<file path="src/rtl/tbeg_pkg.sv">
// Shared types, constants and a helper function of the touch and button event generator.
`default_nettype none

package tbeg_pkg;

	// Field widths. The magnitude width covers a 12-bit raw difference times a screen size
	// of up to 1024.
	localparam int RAW_W      = 12;
	localparam int DEN_W      = RAW_W + 1;
	localparam int SIZE_W     = 12;
	localparam int PROD_W     = DEN_W + SIZE_W;
	localparam int MAG_W      = 22;
	localparam int NUM_W      = MAG_W + 1;
	localparam int PT_W       = 9;
	localparam int CODE_W     = 4;
	localparam int SAMPLE_W   = 24;
	localparam int NUM_BTN    = 8;
	localparam int BTN_IDX_W  = 3;
	localparam int CFG_IDX_W  = 3;
	localparam int CFG_DATA_W = 12;

	localparam logic [BTN_IDX_W-1:0] BTN_LAST = BTN_IDX_W'(NUM_BTN - 1);

	// Configuration register indexes.
	localparam logic [CFG_IDX_W-1:0] CFG_ORIENT = 3'd0;
	localparam logic [CFG_IDX_W-1:0] CFG_X_MIN  = 3'd1;
	localparam logic [CFG_IDX_W-1:0] CFG_X_MAX  = 3'd2;
	localparam logic [CFG_IDX_W-1:0] CFG_Y_MIN  = 3'd3;
	localparam logic [CFG_IDX_W-1:0] CFG_Y_MAX  = 3'd4;

	// Reset values of the calibration registers.
	localparam logic [RAW_W-1:0] X_MIN_RST = 12'd220;
	localparam logic [RAW_W-1:0] X_MAX_RST = 12'd3900;
	localparam logic [RAW_W-1:0] Y_MIN_RST = 12'd160;
	localparam logic [RAW_W-1:0] Y_MAX_RST = 12'd3950;

	// Screen orientations.
	localparam logic [1:0] ORIENT_VERT       = 2'd0;
	localparam logic [1:0] ORIENT_HORIZ      = 2'd1;
	localparam logic [1:0] ORIENT_VERT_MIRR  = 2'd2;
	localparam logic [1:0] ORIENT_HORIZ_MIRR = 2'd3;

	// Event codes.
	localparam logic [CODE_W-1:0] EVT_BTN_A      = 4'd0;
	localparam logic [CODE_W-1:0] EVT_BTN_B      = 4'd1;
	localparam logic [CODE_W-1:0] EVT_BTN_C      = 4'd2;
	localparam logic [CODE_W-1:0] EVT_BTN_JOY    = 4'd3;
	localparam logic [CODE_W-1:0] EVT_BTN_UP     = 4'd4;
	localparam logic [CODE_W-1:0] EVT_BTN_DOWN   = 4'd5;
	localparam logic [CODE_W-1:0] EVT_BTN_LEFT   = 4'd6;
	localparam logic [CODE_W-1:0] EVT_BTN_RIGHT  = 4'd7;
	localparam logic [CODE_W-1:0] EVT_TOUCH_DOWN = 4'd8;
	localparam logic [CODE_W-1:0] EVT_TOUCH_MOVE = 4'd9;
	localparam logic [CODE_W-1:0] EVT_TOUCH_UP   = 4'd10;

	typedef enum logic [3:0] {
		ST_IDLE,
		ST_BTN,
		ST_TOUCH,
		ST_MUL,
		ST_DIV_START,
		ST_DIV_WAIT,
		ST_ROT,
		ST_TEVT,
		ST_FLUSH
	} seq_state_t;

	typedef struct packed {
		logic [1:0]       orient;
		logic [RAW_W-1:0] x_min;
		logic [RAW_W-1:0] x_max;
		logic [RAW_W-1:0] y_min;
		logic [RAW_W-1:0] y_max;
	} cfg_t;

	// One poll tick with button levels already normalized to 1 = pressed,
	// in scan order a, b, c, joy, down, left, right, up.
	typedef struct packed {
		logic [NUM_BTN-1:0]  levels;
		logic                touch_active;
		logic [SAMPLE_W-1:0] sample;
	} tick_t;

	typedef struct packed {
		logic [CODE_W-1:0] code;
		logic              dir;
		logic [PT_W-1:0]   x;
		logic [PT_W-1:0]   y;
		logic              last;
	} evt_t;

	typedef struct packed {
		logic valid;
		evt_t evt;
	} evt_push_t;

	typedef struct packed {
		logic                    start;
		logic signed [NUM_W-1:0] num;
		logic signed [DEN_W-1:0] den;
	} div_req_t;

	typedef struct packed {
		logic             done;
		logic             neg;
		logic [MAG_W-1:0] quot;
	} div_rsp_t;

	// Event code of the button at a given scan position.
	function automatic logic [CODE_W-1:0] btn_code(input logic [BTN_IDX_W-1:0] idx);
		logic [CODE_W-1:0] c;
		unique case (idx)
			3'd0:    c = EVT_BTN_A;
			3'd1:    c = EVT_BTN_B;
			3'd2:    c = EVT_BTN_C;
			3'd3:    c = EVT_BTN_JOY;
			3'd4:    c = EVT_BTN_DOWN;
			3'd5:    c = EVT_BTN_LEFT;
			3'd6:    c = EVT_BTN_RIGHT;
			default: c = EVT_BTN_UP;
		endcase
		return c;
	endfunction

endpackage

`default_nettype wire

</file>
<file path="src/rtl/tbeg_in_if.sv">
// Poll tick channel: valid/ready handshake with the button levels and the touch sample.
`default_nettype none

interface tbeg_in_if;
	logic        valid;
	logic        ready;
	logic        key_pin;
	logic        tamper_pin;
	logic        wakeup_pin;
	logic [7:0]  expander_pins;
	logic        touch_active;
	logic [23:0] touch_sample;

	modport source (
		output valid, key_pin, tamper_pin, wakeup_pin, expander_pins, touch_active,
		touch_sample,
		input  ready
	);
	modport sink (
		input  valid, key_pin, tamper_pin, wakeup_pin, expander_pins, touch_active,
		touch_sample,
		output ready
	);
endinterface

`default_nettype wire

</file>
<file path="src/rtl/tbeg_out_if.sv">
// Event channel: valid/ready handshake with one button or touch event.
`default_nettype none

interface tbeg_out_if;
	logic       valid;
	logic       ready;
	logic [3:0] event_code;
	logic       direction;
	logic [8:0] point_x;
	logic [8:0] point_y;
	logic       last;

	modport source (
		output valid, event_code, direction, point_x, point_y, last,
		input  ready
	);
	modport sink (
		input  valid, event_code, direction, point_x, point_y, last,
		output ready
	);
endinterface

`default_nettype wire

</file>
<file path="src/rtl/tbeg_div.sv">
// Shared restoring divider, one quotient bit per cycle, signed operands, result in sign-magnitude.
`default_nettype none

module tbeg_div (
	input  logic               clk,
	input  logic               arst_n,
	input  tbeg_pkg::div_req_t req,
	output tbeg_pkg::div_rsp_t rsp
);
	import tbeg_pkg::*;

	localparam int CNT_W = $clog2(MAG_W);
	localparam logic [CNT_W-1:0] CNT_LAST = CNT_W'(MAG_W - 1);

	logic             busy_q;
	logic             done_q;
	logic [CNT_W-1:0] cnt_q;
	logic             neg_q;
	logic [MAG_W-1:0] quo_q;
	logic [RAW_W-1:0] rem_q;
	logic [RAW_W-1:0] den_q;

	logic [NUM_W-1:0] num_abs;
	logic [DEN_W-1:0] den_abs;
	logic [RAW_W:0]   rem_sh;
	logic [RAW_W:0]   rem_sub;
	logic             q_bit;

	always_comb begin
		num_abs = req.num[NUM_W-1] ? (~req.num + NUM_W'(1)) : req.num;
		den_abs = req.den[DEN_W-1] ? (~req.den + DEN_W'(1)) : req.den;
		rem_sh  = {rem_q, quo_q[MAG_W-1]};
		rem_sub = rem_sh - {1'b0, den_q};
		q_bit   = (rem_sh >= {1'b0, den_q});
	end

	always_ff @(posedge clk or negedge arst_n) begin
		if (!arst_n) begin
			busy_q <= 1'b0;
			done_q <= 1'b0;
			cnt_q  <= '0;
		end else begin
			done_q <= 1'b0;
			if (req.start) begin
				busy_q <= 1'b1;
				cnt_q  <= '0;
			end else if (busy_q) begin
				cnt_q <= cnt_q + CNT_W'(1);
				if (cnt_q == CNT_LAST) begin
					busy_q <= 1'b0;
					done_q <= 1'b1;
				end
			end
		end
	end

	// The dividend shifts out of the top of quo_q while quotient bits shift in at the bottom.
	always_ff @(posedge clk) begin
		if (req.start) begin
			quo_q <= num_abs[MAG_W-1:0];
			rem_q <= '0;
			den_q <= den_abs[RAW_W-1:0];
			neg_q <= req.num[NUM_W-1] ^ req.den[DEN_W-1];
		end else if (busy_q) begin
			quo_q <= {quo_q[MAG_W-2:0], q_bit};
			rem_q <= q_bit ? rem_sub[RAW_W-1:0] : rem_sh[RAW_W-1:0];
		end
	end

	assign rsp.done = done_q;
	assign rsp.neg  = neg_q;
	assign rsp.quot = quo_q;

endmodule

`default_nettype wire

</file>
<file path="src/rtl/tbeg_seq.sv">
// Sequencer: button scan, touch calibration through the shared divider, and event ordering.
`default_nettype none

module tbeg_seq #(
	parameter int SCREEN_WIDTH  = 240,
	parameter int SCREEN_HEIGHT = 320
) (
	input  logic                clk,
	input  logic                arst_n,
	input  logic                start,
	input  tbeg_pkg::tick_t     tick,
	input  tbeg_pkg::cfg_t      cfg,
	input  logic                out_free,
	output logic                idle,
	output tbeg_pkg::evt_push_t push,
	output tbeg_pkg::div_req_t  div_req,
	input  tbeg_pkg::div_rsp_t  div_rsp
);
	import tbeg_pkg::*;

	localparam int MAX_SIZE = (SCREEN_WIDTH > SCREEN_HEIGHT) ? SCREEN_WIDTH : SCREEN_HEIGHT;
	localparam int CW = $clog2(MAX_SIZE);
	localparam logic [CW-1:0] W_MAX = CW'(SCREEN_WIDTH - 1);
	localparam logic [CW-1:0] H_MAX = CW'(SCREEN_HEIGHT - 1);
	localparam logic [MAG_W-1:0] W_LIM = MAG_W'(SCREEN_WIDTH - 1);
	localparam logic [MAG_W-1:0] H_LIM = MAG_W'(SCREEN_HEIGHT - 1);
	localparam logic signed [PROD_W-1:0] W_S = PROD_W'(SCREEN_WIDTH);
	localparam logic signed [PROD_W-1:0] H_S = PROD_W'(SCREEN_HEIGHT);

	seq_state_t state_q, state_d;

	logic [NUM_BTN-1:0]      lv_q;
	logic [NUM_BTN-1:0]      pressed_q;
	logic                    touch_act_q;
	logic [SAMPLE_W-1:0]     sample_q;
	logic [BTN_IDX_W-1:0]    idx_q;
	logic                    axis_q;
	logic                    armed_q;
	logic                    was_down_q;
	logic                    have_pt_q;
	logic [CW-1:0]           last_x_q, last_y_q;
	logic [CW-1:0]           sc_x_q, sc_y_q;
	logic [CW-1:0]           pt_x_q, pt_y_q;
	logic signed [NUM_W-1:0] num_q;
	logic signed [DEN_W-1:0] den_q;
	logic                    pend_valid_q;
	evt_t                    pend_q;

	logic [CODE_W-1:0]        code;
	logic                     btn_chg;
	logic                     can_emit;
	logic [RAW_W-1:0]         raw_v, lo, hi;
	logic signed [DEN_W-1:0]  diff_c, den_c;
	logic signed [PROD_W-1:0] size_c, prod;
	logic [MAG_W-1:0]         lim, clamp_q;
	logic [CW-1:0]            clamp_v;
	logic [CW-1:0]            rot_x, rot_y;
	logic                     touch_need;
	logic                     den_zero;
	logic                     axis_end;
	logic                     new_evt;
	logic                     advance;
	evt_t                     nevt;

	// Datapath shared by both axes; axis_q selects X or Y.
	always_comb begin
		code     = btn_code(idx_q);
		btn_chg  = lv_q[idx_q] != pressed_q[code[BTN_IDX_W-1:0]];
		can_emit = !pend_valid_q || out_free;

		raw_v  = axis_q ? ~sample_q[RAW_W-1:0] : sample_q[SAMPLE_W-1:RAW_W];
		lo     = axis_q ? cfg.y_min : cfg.x_min;
		hi     = axis_q ? cfg.y_max : cfg.x_max;
		size_c = axis_q ? H_S : W_S;
		diff_c = $signed({1'b0, raw_v}) - $signed({1'b0, lo});
		den_c  = $signed({1'b0, hi}) - $signed({1'b0, lo});
		prod   = PROD_W'(diff_c) * size_c;

		// A negative quotient clamps to zero, a large one to the far edge.
		lim     = axis_q ? H_LIM : W_LIM;
		clamp_q = div_rsp.neg ? '0 : ((div_rsp.quot > lim) ? lim : div_rsp.quot);
		clamp_v = clamp_q[CW-1:0];

		den_zero = (den_q == '0);
		axis_end = (state_q == ST_DIV_START && den_zero) ||
		           (state_q == ST_DIV_WAIT && div_rsp.done);

		unique case (cfg.orient)
			ORIENT_VERT: begin
				rot_x = sc_x_q;
				rot_y = sc_y_q;
			end
			ORIENT_HORIZ: begin
				rot_x = H_MAX - sc_y_q;
				rot_y = sc_x_q;
			end
			ORIENT_VERT_MIRR: begin
				rot_x = W_MAX - sc_x_q;
				rot_y = H_MAX - sc_y_q;
			end
			default: begin
				rot_x = sc_y_q;
				rot_y = W_MAX - sc_x_q;
			end
		endcase

		if (have_pt_q) begin
			touch_need = !was_down_q || (pt_x_q != last_x_q) || (pt_y_q != last_y_q);
		end else begin
			touch_need = was_down_q;
		end
	end

	// Next state.
	always_comb begin
		state_d = state_q;
		unique case (state_q)
			ST_IDLE: begin
				if (start) state_d = ST_BTN;
			end
			ST_BTN: begin
				if (advance && idx_q == BTN_LAST) state_d = ST_TOUCH;
			end
			ST_TOUCH: begin
				state_d = (touch_act_q && armed_q) ? ST_MUL : ST_TEVT;
			end
			ST_MUL: begin
				state_d = ST_DIV_START;
			end
			ST_DIV_START: begin
				if (den_zero) state_d = axis_q ? ST_ROT : ST_MUL;
				else state_d = ST_DIV_WAIT;
			end
			ST_DIV_WAIT: begin
				if (div_rsp.done) state_d = axis_q ? ST_ROT : ST_MUL;
			end
			ST_ROT: begin
				state_d = ST_TEVT;
			end
			ST_TEVT: begin
				if (advance) state_d = ST_FLUSH;
			end
			ST_FLUSH: begin
				if (advance) state_d = ST_IDLE;
			end
			default: state_d = ST_IDLE;
		endcase
	end

	// Outputs. A new event goes into the pending slot; whatever was pending moves out
	// with last clear. The pending event left at the end goes out with last set.
	always_comb begin
		idle          = (state_q == ST_IDLE);
		new_evt       = 1'b0;
		advance       = 1'b1;
		nevt          = '0;
		push          = '0;
		div_req.start = 1'b0;
		div_req.num   = num_q;
		div_req.den   = den_q;
		unique case (state_q)
			ST_BTN: begin
				new_evt   = btn_chg && can_emit;
				advance   = !btn_chg || can_emit;
				nevt.code = code;
				nevt.dir  = ~lv_q[idx_q];
			end
			ST_DIV_START: begin
				div_req.start = !den_zero;
			end
			ST_DIV_WAIT: begin
				advance = div_rsp.done;
			end
			ST_TEVT: begin
				new_evt = touch_need && can_emit;
				advance = !touch_need || can_emit;
				if (have_pt_q) begin
					nevt.code = was_down_q ? EVT_TOUCH_MOVE : EVT_TOUCH_DOWN;
					nevt.dir  = 1'b0;
					nevt.x    = PT_W'(pt_x_q);
					nevt.y    = PT_W'(pt_y_q);
				end else begin
					nevt.code = EVT_TOUCH_UP;
					nevt.dir  = 1'b1;
					nevt.x    = PT_W'(last_x_q);
					nevt.y    = PT_W'(last_y_q);
				end
			end
			ST_FLUSH: begin
				advance       = !pend_valid_q || out_free;
				push.valid    = pend_valid_q && out_free;
				push.evt      = pend_q;
				push.evt.last = 1'b1;
			end
			default: ;
		endcase
		if (new_evt && pend_valid_q) begin
			push.valid    = 1'b1;
			push.evt      = pend_q;
			push.evt.last = 1'b0;
		end
	end

	// Control state.
	always_ff @(posedge clk or negedge arst_n) begin
		if (!arst_n) begin
			state_q      <= ST_IDLE;
			idx_q        <= '0;
			axis_q       <= 1'b0;
			pressed_q    <= '0;
			armed_q      <= 1'b0;
			was_down_q   <= 1'b0;
			have_pt_q    <= 1'b0;
			last_x_q     <= '0;
			last_y_q     <= '0;
			pend_valid_q <= 1'b0;
		end else begin
			state_q <= state_d;
			if (state_q == ST_IDLE && start) begin
				idx_q  <= '0;
				axis_q <= 1'b0;
			end
			if (state_q == ST_BTN && advance) begin
				idx_q <= idx_q + BTN_IDX_W'(1);
				if (btn_chg) pressed_q[code[BTN_IDX_W-1:0]] <= lv_q[idx_q];
			end
			if (state_q == ST_TOUCH) begin
				have_pt_q <= 1'b0;
				if (!touch_act_q) armed_q <= 1'b0;
				else armed_q <= 1'b1;
			end
			if (axis_end) axis_q <= 1'b1;
			if (state_q == ST_ROT) have_pt_q <= 1'b1;
			if (state_q == ST_TEVT && advance) begin
				was_down_q <= have_pt_q;
				if (have_pt_q && touch_need) begin
					last_x_q <= pt_x_q;
					last_y_q <= pt_y_q;
				end
			end
			if (new_evt) pend_valid_q <= 1'b1;
			else if (state_q == ST_FLUSH && push.valid) pend_valid_q <= 1'b0;
		end
	end

	// Datapath registers.
	always_ff @(posedge clk) begin
		if (state_q == ST_IDLE && start) begin
			lv_q        <= tick.levels;
			touch_act_q <= tick.touch_active;
			sample_q    <= tick.sample;
		end
		if (state_q == ST_MUL) begin
			num_q <= prod[NUM_W-1:0];
			den_q <= den_c;
		end
		if (axis_end) begin
			if (axis_q) sc_y_q <= (state_q == ST_DIV_WAIT) ? clamp_v : '0;
			else sc_x_q <= (state_q == ST_DIV_WAIT) ? clamp_v : '0;
		end
		if (state_q == ST_ROT) begin
			pt_x_q <= rot_x;
			pt_y_q <= rot_y;
		end
		if (new_evt) pend_q <= nevt;
	end

endmodule

`default_nettype wire

</file>
<file path="src/rtl/touch_and_button_event_generator_core.sv">
// Top level of the touch and button event generator: configuration, sequencer, divider, output.
// A tick with a touch point runs the bit-serial divider for each axis with a nonzero calibration
// span, X first and then Y. Output back-pressure stalls the sequencer until its event can move out.
// Throughput: one tick at a time; in_ch.ready is high only while the sequencer is idle.
// Reset (arst_n low, asynchronous) restores the calibration defaults and clears all
// button, touch and output state.
`default_nettype none

module touch_and_button_event_generator_core #(
	parameter int SCREEN_WIDTH  = 240,
	parameter int SCREEN_HEIGHT = 320
) (
	input  logic                               clk,
	input  logic                               arst_n,
	tbeg_in_if.sink                            in_ch,
	tbeg_out_if.source                         out_ch,
	input  logic                               cfg_we,
	input  logic [tbeg_pkg::CFG_IDX_W-1:0]     cfg_index,
	input  logic [tbeg_pkg::CFG_DATA_W-1:0]    cfg_wdata
);
	import tbeg_pkg::*;

	cfg_t      cfg_q;
	tick_t     tick;
	logic      start;
	logic      idle;
	logic      out_free;
	evt_push_t push;
	div_req_t  div_req;
	div_rsp_t  div_rsp;
	logic      out_valid_q;
	evt_t      out_evt_q;

	// Configuration registers. Writes to indexes beyond the list are dropped. The user must keep
	// the block only reconfigured while idle, so no shadowing is needed; the block does not enforce this.
	always_ff @(posedge clk or negedge arst_n) begin
		if (!arst_n) begin
			cfg_q.orient <= ORIENT_VERT;
			cfg_q.x_min  <= X_MIN_RST;
			cfg_q.x_max  <= X_MAX_RST;
			cfg_q.y_min  <= Y_MIN_RST;
			cfg_q.y_max  <= Y_MAX_RST;
		end else if (cfg_we) begin
			unique case (cfg_index)
				CFG_ORIENT: cfg_q.orient <= cfg_wdata[1:0];
				CFG_X_MIN:  cfg_q.x_min  <= cfg_wdata[RAW_W-1:0];
				CFG_X_MAX:  cfg_q.x_max  <= cfg_wdata[RAW_W-1:0];
				CFG_Y_MIN:  cfg_q.y_min  <= cfg_wdata[RAW_W-1:0];
				CFG_Y_MAX:  cfg_q.y_max  <= cfg_wdata[RAW_W-1:0];
				default: ;
			endcase
		end
	end

	// Normalize all eight button levels to 1 = pressed, in scan order
	// a, b, c, joy, down, left, right, up. The key, tamper and expander pins are
	// active low; the wakeup pin is active high. Expander bits 2..0 are unused.
	always_comb begin
		tick.levels       = {~in_ch.expander_pins[3], ~in_ch.expander_pins[4],
		                     ~in_ch.expander_pins[5], ~in_ch.expander_pins[6],
		                     ~in_ch.expander_pins[7], in_ch.wakeup_pin,
		                     ~in_ch.tamper_pin, ~in_ch.key_pin};
		tick.touch_active = in_ch.touch_active;
		tick.sample       = in_ch.touch_sample;
	end

	// A tick transaction is taken only when the sequencer has finished the previous one.
	assign in_ch.ready = idle;
	assign start       = in_ch.valid && idle;

	// The output register frees up in the same cycle that the consumer takes its event,
	// so events stream out back to back when the consumer keeps ready high.
	assign out_free = !out_valid_q || out_ch.ready;

	tbeg_seq #(
		.SCREEN_WIDTH  (SCREEN_WIDTH),
		.SCREEN_HEIGHT (SCREEN_HEIGHT)
	) u_seq (
		.clk      (clk),
		.arst_n   (arst_n),
		.start    (start),
		.tick     (tick),
		.cfg      (cfg_q),
		.out_free (out_free),
		.idle     (idle),
		.push     (push),
		.div_req  (div_req),
		.div_rsp  (div_rsp)
	);

	// One divider serves both calibration axes, X first and then Y.
	tbeg_div u_div (
		.clk    (clk),
		.arst_n (arst_n),
		.req    (div_req),
		.rsp    (div_rsp)
	);

	// Output register. The sequencer pushes only when out_free is high.
	always_ff @(posedge clk or negedge arst_n) begin
		if (!arst_n) begin
			out_valid_q <= 1'b0;
		end else if (push.valid) begin
			out_valid_q <= 1'b1;
		end else if (out_ch.ready) begin
			out_valid_q <= 1'b0;
		end
	end

	always_ff @(posedge clk) begin
		if (push.valid) out_evt_q <= push.evt;
	end

	assign out_ch.valid      = out_valid_q;
	assign out_ch.event_code = out_evt_q.code;
	assign out_ch.direction  = out_evt_q.dir;
	assign out_ch.point_x    = out_evt_q.x;
	assign out_ch.point_y    = out_evt_q.y;
	assign out_ch.last       = out_evt_q.last;

endmodule

`default_nettype wire

</file>
<file path="src/flat_wrapper.sv">
// flat-port wrapper written by rule: the top's interface ports become plain ports
module touch_and_button_event_generator_core_flat import tbeg_pkg::*;
#(
	parameter int SCREEN_WIDTH  = 240,
	parameter int SCREEN_HEIGHT = 320
)
  (clk, arst_n, cfg_we, cfg_index, cfg_wdata, in_ch_valid, in_ch_key_pin, in_ch_tamper_pin, in_ch_wakeup_pin, in_ch_expander_pins, in_ch_touch_active, in_ch_touch_sample, in_ch_ready, out_ch_valid, out_ch_event_code, out_ch_direction, out_ch_point_x, out_ch_point_y, out_ch_last, out_ch_ready);
  tbeg_in_if in_ch_i ();
  tbeg_out_if out_ch_i ();
  input  logic clk;
  input  logic arst_n;
  input  logic cfg_we;
  input  logic [tbeg_pkg::CFG_IDX_W-1:0] cfg_index;
  input  logic [tbeg_pkg::CFG_DATA_W-1:0] cfg_wdata;
  input wire logic [$bits(in_ch_i.valid)-1:0] in_ch_valid;
  input wire logic [$bits(in_ch_i.key_pin)-1:0] in_ch_key_pin;
  input wire logic [$bits(in_ch_i.tamper_pin)-1:0] in_ch_tamper_pin;
  input wire logic [$bits(in_ch_i.wakeup_pin)-1:0] in_ch_wakeup_pin;
  input wire logic [$bits(in_ch_i.expander_pins)-1:0] in_ch_expander_pins;
  input wire logic [$bits(in_ch_i.touch_active)-1:0] in_ch_touch_active;
  input wire logic [$bits(in_ch_i.touch_sample)-1:0] in_ch_touch_sample;
  output wire logic [$bits(in_ch_i.ready)-1:0] in_ch_ready;
  output wire logic [$bits(out_ch_i.valid)-1:0] out_ch_valid;
  output wire logic [$bits(out_ch_i.event_code)-1:0] out_ch_event_code;
  output wire logic [$bits(out_ch_i.direction)-1:0] out_ch_direction;
  output wire logic [$bits(out_ch_i.point_x)-1:0] out_ch_point_x;
  output wire logic [$bits(out_ch_i.point_y)-1:0] out_ch_point_y;
  output wire logic [$bits(out_ch_i.last)-1:0] out_ch_last;
  input wire logic [$bits(out_ch_i.ready)-1:0] out_ch_ready;
  assign in_ch_i.valid = in_ch_valid;
  assign in_ch_i.key_pin = in_ch_key_pin;
  assign in_ch_i.tamper_pin = in_ch_tamper_pin;
  assign in_ch_i.wakeup_pin = in_ch_wakeup_pin;
  assign in_ch_i.expander_pins = in_ch_expander_pins;
  assign in_ch_i.touch_active = in_ch_touch_active;
  assign in_ch_i.touch_sample = in_ch_touch_sample;
  assign in_ch_ready = in_ch_i.ready;
  assign out_ch_valid = out_ch_i.valid;
  assign out_ch_event_code = out_ch_i.event_code;
  assign out_ch_direction = out_ch_i.direction;
  assign out_ch_point_x = out_ch_i.point_x;
  assign out_ch_point_y = out_ch_i.point_y;
  assign out_ch_last = out_ch_i.last;
  assign out_ch_i.ready = out_ch_ready;
  touch_and_button_event_generator_core #(.SCREEN_WIDTH(SCREEN_WIDTH), .SCREEN_HEIGHT(SCREEN_HEIGHT)) u_core (.clk(clk), .arst_n(arst_n), .in_ch(in_ch_i), .out_ch(out_ch_i), .cfg_we(cfg_we), .cfg_index(cfg_index), .cfg_wdata(cfg_wdata));
endmodule
</file>
<file path="config.mk">
export PLATFORM = sky130hd
export DESIGN_NAME = touch_and_button_event_generator_core_flat
export DESIGN_NICKNAME = d
export VERILOG_FILES = /design/src/rtl/tbeg_pkg.sv /design/src/rtl/tbeg_in_if.sv /design/src/rtl/tbeg_out_if.sv /design/src/rtl/tbeg_div.sv /design/src/rtl/tbeg_seq.sv /design/src/rtl/touch_and_button_event_generator_core.sv /design/src/flat_wrapper.sv
export SDC_FILE = /design/constraint.sdc
export NUM_CORES = 1
export LEC_CHECK = 0
export BUFFER_PORTS_ARGS = -buffer_cell sky130_fd_sc_hd__buf_2
export CAP_MARGIN = 20
export CORE_MARGIN = 10
export CORE_UTILIZATION = 55
export CTS_CLUSTER_SIZE = 28
export DETAILED_ROUTE_END_ITERATION = 8
export PLACE_DENSITY = 0.78
export SYNTH_ARGS = -nofsm -noshare
export SYNTH_HDL_FRONTEND = slang
export SYNTH_HIERARCHICAL = 1
export SYNTH_SLANG_ARGS = --single-unit
</file>
<file path="constraint.sdc">
create_clock -name clk -period 22.2 [get_ports clk]
set_input_delay 1.11 -clock clk [delete_from_list [all_inputs] [get_ports clk]]
set_output_delay 1.11 -clock clk [all_outputs]
set_load 0.005 [all_outputs]
</file>
Word-level counts from Yosys, hierarchy flattened. Cells that the tools add are included. Widths: inputs -> output; s select.

Register bits after elaboration: 295. Input port bits: 56. Output and inout bits: 26. Logic and storage cells: 208.

Add/sub/neg operators: 9. Multiply operators: 1. $lt $le $gt $ge: 5. Equality and inequality tests: 30. Muxes and demuxes: 60. Bitwise logic cells: 13. Reductions and logical operators: 49.

Operators with widths (number): $mux 22 (3); $mux 12 (5); $pmux 9 s3 (2); $mux 25 (2); $mux 9 (5); $pmux 4 s9 (1); $sub 12x12->13 (2); $not 12->12 (2); $mul 13x10->23 (1); $add 22x2->22 const B (1); $gt 22x9->1 (1); $not 22->22 (1); $mux 1 (21); $mux 21 (1); $pmux 3 s7 (1); $mux 4 (5); $ne 9x9->1 (2); $reduce_and 2->1 (9); $eq 4x3->1 const B (4); $eq 3x3->1 const B (5); $logic_and 1x1->1 (15); $mux 3 (5); $ge 13x12->1 (1); $logic_not 13->1 (1); 34 further kinds (71).

Longest topological paths before layout.
Depth after elaboration: 12. Mapped depth: 32. Depth with buffers taken out: 30.

By module. The synthesis kept the hierarchy.

Modules (own cells, without submodules): tbeg_seq (instances 1, cells an instance 937, area each 10665.2 µm², sequential area each 4674.5 µm²); tbeg_div (instances 1, cells an instance 354, area each 3414.5 µm², sequential area each 1466.4 µm²); touch_and_button_event_generator_core (instances 1, cells an instance 144, area each 2787.7 µm², sequential area each 2026.9 µm²).

Worst setup path after synthesis. No wires, ideal clock.

Path type: flip-flop to flip-flop. Start: register u_core.u_seq.axis_q. End: register u_core.u_seq.num_q[22] (data pin). Arrival time: 6.939 ns. Path slack: 15.001 ns. Stages on the path, launching flop included: 30. Clock period less this slack: 7.199 ns. Cells stage by stage: dfrtp_1 -> clkbuf_1 -> clkbuf_1 -> mux2i_1 -> ha_1 -> nor2b_1 -> o31a_1 -> o21ai_0 -> nand2b_1 -> a21o_1 -> a21oi_1 -> xnor2_1 -> nand2_1 -> fa_1 -> inv_1 -> fa_1 -> inv_1 -> fa_1 -> inv_1 -> ha_1 -> ha_1 -> ha_1 -> o21a_1 -> a21oi_1 -> o21ai_0 -> a41o_1 -> o41ai_1 -> o21bai_1 -> a21oi_1 -> xnor2_1.

Cells in the longest elaborated chain, start to end: 3. Elaborated cells between the ends (all ways): 5. Classes of those cells: add/sub: 1; mul: 1; mux: 3.

RTL lines: start, declared (RTL line tbeg_seq.sv:37) `logic axis_q;`; start signal, assigned (RTL line tbeg_seq.sv:209) `axis_q <= 1'b0;`; start signal, assigned (RTL line tbeg_seq.sv:221) `axis_q <= 1'b0;`; start signal, assigned (RTL line tbeg_seq.sv:232) `if (axis_end) axis_q <= 1'b1;`; $mux 12, on equally long branches (RTL line tbeg_seq.sv:71, tbeg_seq.sv:72); $sub 12x12->13 (RTL line tbeg_seq.sv:75) `diff_c = $signed({1'b0, raw_v}) - $signed({1'b0, lo});`; $mul 13x10->23 (*) (RTL line tbeg_seq.sv:77) `prod = PROD_W'(diff_c) * size_c;`; net u_core.u_seq.prod[22] (RTL line tbeg_seq.sv:54) `logic signed [PROD_W-1:0] size_c, prod;`; end signal, assigned (RTL line tbeg_seq.sv:254) `num_q <= prod[NUM_W-1:0];`; end, declared (RTL line tbeg_seq.sv:44) `logic signed [NUM_W-1:0] num_q;`.

The timed path passes the listed nets; every way through them passes the cells marked *. A chain may end at the register's enable or synchronous reset.

Final worst setup path. Same ends and word-level chain as after synthesis.

==> results.py <==
metrics = {
    "timing": {
        "layout_min_cycle_time_ns": 7.902,
        "final_hold_viol_count": 0,
        "max-slew-margin-rel_pct": 33.86,
        "max_clock_freq_ghz": 0.1265,
        "final.period_utilization_pct": 35.60,
        "max_slew.worst_pin.slew_ns": 0.9921,
        "drv_slew": 0,
        "grt_setup_unrepaired": "no",
        "maximum_clock_skew_at_final_layout_ns": 0.01148,
        "hold_slack_ns": 0.4754,
        "report.final.setup_viol": 0,
        "finalSetupTns_ns": 0,
        "final.setup.worst_slack_ns": 14.30,
    },
    "floorplanning": {
        "die_area_sq_mm": 0.03807,
        "row_count": 64,
        "coreArea_sq_mm": 0.03043,
        "horizontal_extent_of_the_die_um": 195.1,
        "die_height_um": 195.1,
        "floorplan.initialDensity_pct": 55.43,
        "design.portCount": 82,
    },
    "global_route": {
        "grt_pass1_vias": 10807,
        "grt.total_usage_pct": 16.05,
        "gr-total-overflow": 0,
        "maximum_number_of_pins_on_one_net_before_global_route_repair": 69,
        "antenna_found_initial": 0,
        "grt_pass1_wl_mm": 52.39,
    },
    "clocking": {
        "cts_num_sinks": 291,
        "tritoncts": "built",
        "cts-root-to-sink-buffers": 3,
        "post-cts-setup-buffers": 0,
        "path_clk_slew_ns": 0.06,
        "cts_inserted_buffers": 31,
        "postCtsHoldBufs": 0,
        "cts.htree.levels": 1,
        "postcts_resize_cnt": 0,
        "clkLatencyLatePin_ns": 0.56,
        "cts_root_buffer": "sky130_fd_sc_hd__clkbuf_16",
    },
    "critical_path": {
        "critPathKind": "reg2reg",
        "cp_slowest_cell": "sky130_fd_sc_hd__buf_4",
        "worst_setup_path_start_kind": "flop",
        "critPathCaptureType": "flop",
        "cp.arrival_ns": 8.20,
        "critical-path-top-cell-by-count": "sky130_fd_sc_hd__ha_1",
        "crit_path_max_fanout": 68,
        "critical-path-max-stage-delay_ns": 0.62,
        "worstPathRequired_ns": 22.50,
    },
    "synthesis": {
        "post_synth.cell_area_avg_sq_um": 11.75,
        "synthTopCellsByArea": "sky130_fd_sc_hd__edfxtp_1 33%, sky130_fd_sc_hd__dfrtp_1 11%, sky130_fd_sc_hd__ha_1 7.4%, sky130_fd_sc_hd__mux2_2 4.4%, sky130_fd_sc_hd__fa_1 4.4%",
        "yosysWarnings": 6,
        "synth-seq-cells": 291,
        "number_of_synthesized_flops_with_an_enable_pin": 183,
        "synth_area_leader_cell": "sky130_fd_sc_hd__edfxtp_1",
        "synth_commonest_cells": "183 x sky130_fd_sc_hd__edfxtp_1, 126 x sky130_fd_sc_hd__nor2_1, 100 x sky130_fd_sc_hd__ha_1",
        "simple_gate_share_of_the_synthesized_area_pct": 11.26,
        "synth_most_common_cell": "sky130_fd_sc_hd__edfxtp_1",
        "synth_compound_gate_area_share_pct": 9.206,
        "yosys.area_share.adder_pct": 11.81,
        "post_synth_inst_count": 1435,
        "synth-xor-area-share_pct": 5.348,
        "async_reset_ff_share_pct": 32.99,
        "post_synth_mux_area_share_pct": 10.15,
        "synth_top_family_by_area": "adder cells",
        "synth.top_cell.area_share_pct": 32.58,
        "synth.cell_area_sq_mm": 0.01687,
        "synth_cell_type_count": 93,
        "ys.flop_type": "sky130_fd_sc_hd__edfxtp_1",
        "synth.yosys.seq_area_share_pct": 48.42,
    },
    "detailed_routing": {
        "detailroute.via_count": 10716,
        "drt-wirelength-per-cell_um": 16.09,
        "detail_route_antenna_nets": 0,
        "firstDrtPassIters": 6,
        "detail_route.drc_violations": 0,
        "drt_initial_violations": 601,
        "detail_route.wirelength_mm": 31.13,
        "viasPerCell": 5.538,
    },
    "hold_path": {
        "hp-class": "reg2reg",
    },
    "place": {
        "gpl.final_weighted_congestion": 0.9176,
        "pre_cts_slack_ns": 14.30,
        "numPortBuffers": 78,
        "hpwl_mm": 22.72,
        "dp_cells": 1876,
    },
    "cells_and_area": {
        "stdcell_count": 1935,
        "final.fill_count": 2321,
        "synthToLayoutAreaGrowth_pct": 11.28,
        "post_route_cells_drive_above_1_share_pct": 19.17,
        "antenna-diode-count": 0,
        "final_net_count": 1707,
    },
    "run_status": {
        "outcome": "finished, final reports clean",
    },
    "run": {
        "drv.max_cap_violation_count": 0,
    },
}
-- final timing paths --
check / start / end / slack (ns) / depth (start not counted)
max: u_core/u_seq/axis_q / u_core/u_seq/num_q[22] / 14.30 / 28
min: u_core/u_div/rem_q[11] / u_core/u_div/rem_q[11] / 0.48 / 2
max reg2reg: u_core/u_seq/axis_q / u_core/u_seq/num_q[22] / 14.30 / 28
min reg2reg: u_core/u_div/rem_q[11] / u_core/u_div/rem_q[11] / 0.48 / 2
max in group asynchronous: arst_n / u_core/cfg_q[37] / 20.48 / 2
min in group asynchronous: arst_n / u_core/u_seq/pressed_q[4] / 0.51 / 1
-- critical path: cells and delay by family, from the launching register on --
kind | cells | cell delay, ns
DFF | 1 | 0.35
adders and majority gates | 7 | 2.81
muxes | 1 | 0.60
and+or+nand+nor | 3 | 0.43
xor gates and xnor gates | 2 | 0.35
AOI/OAI and AO/OA | 11 | 2.25
buffers and inverters | 4 | 0.77
-- stage by stage --
stage               cell area [sq um]  util (%)
global route                    18770     61.68
finish                          18770     61.68
CTS                             18740     61.59
detailed placement              17620     57.89
floorplan                       16910         -
global placement                17600     57.85
-- routing by layer --
layer | GRT usage (%) | share of wire (%) | up-vias
met5 | 0 | 0 | -
met4 | 3.563 | 1.8 | 0
met3 | 2.330 | 4.3 | 35
met2 | 28.77 | 51 | 240
met1 | 20.02 | 43 | 5168
li1 | - | - | 5273
-- cell type report --
type / count / area [sq um] / area share (%)
sequential: 291 / 8169 / 43.52
multi-input combinational: 1007 / 8120 / 43.26
clock buffer: 37 / 859.6 / 4.580
timing repair buffer: 90 / 510.5 / 2.720
tap: 396 / 495.5 / 2.640
inverter: 93 / 349.1 / 1.860
clock inverter: 21 / 265.3 / 1.413
-- layout by cell type (no fill, tap or decap), drive strengths merged, types with 6 or more instances in the layout --
master and count:
nand2b 9, clkinv 11, nor2 127, xor2 40, nor3 30, a21o 18
edfxtp 183, nand4 9, and2 34, ha 100, xnor2 63, or3 6
inv 95, a21oi 71, conb 14, mux2 93, o31ai 14, nor4 11
mux4 6, o41ai 9, clkbuf 37, nand2 85, buf 90, mux2i 48
o21a 8, dfstp 24, dfxtp 12, nor2b 16, o21ai 61, dfrtp 72
fa 37, nand3 17, bufinv 6
-- cell families after synthesis --
logic type | Yosys count
AO/OA/AOI/OAI | 234
XOR/XNOR | 103
adder cells (fa/ha/maj) | 137
buffers and inverters | 149
flip-flops | 291
multiplexers | 147
other | 2
AND/OR/NAND/NOR | 372
-- flip-flops by register name, indices dropped and copies added (netlist names), 12 cells and up --
signal                 cells
u_core/u_seq/den_q        13
u_core/u_seq/sample_q     24
u_core/u_div/quo_q        22
u_core/u_div/den_q        12
u_core/u_seq/num_q        19
u_core/u_div/rem_q        12
u_core/u_seq/pend_q       23
u_core/cfg_q              50
Power is not shown: default switching activity piles up to over one toggle a cycle in this logic, so the estimate is an artifact.
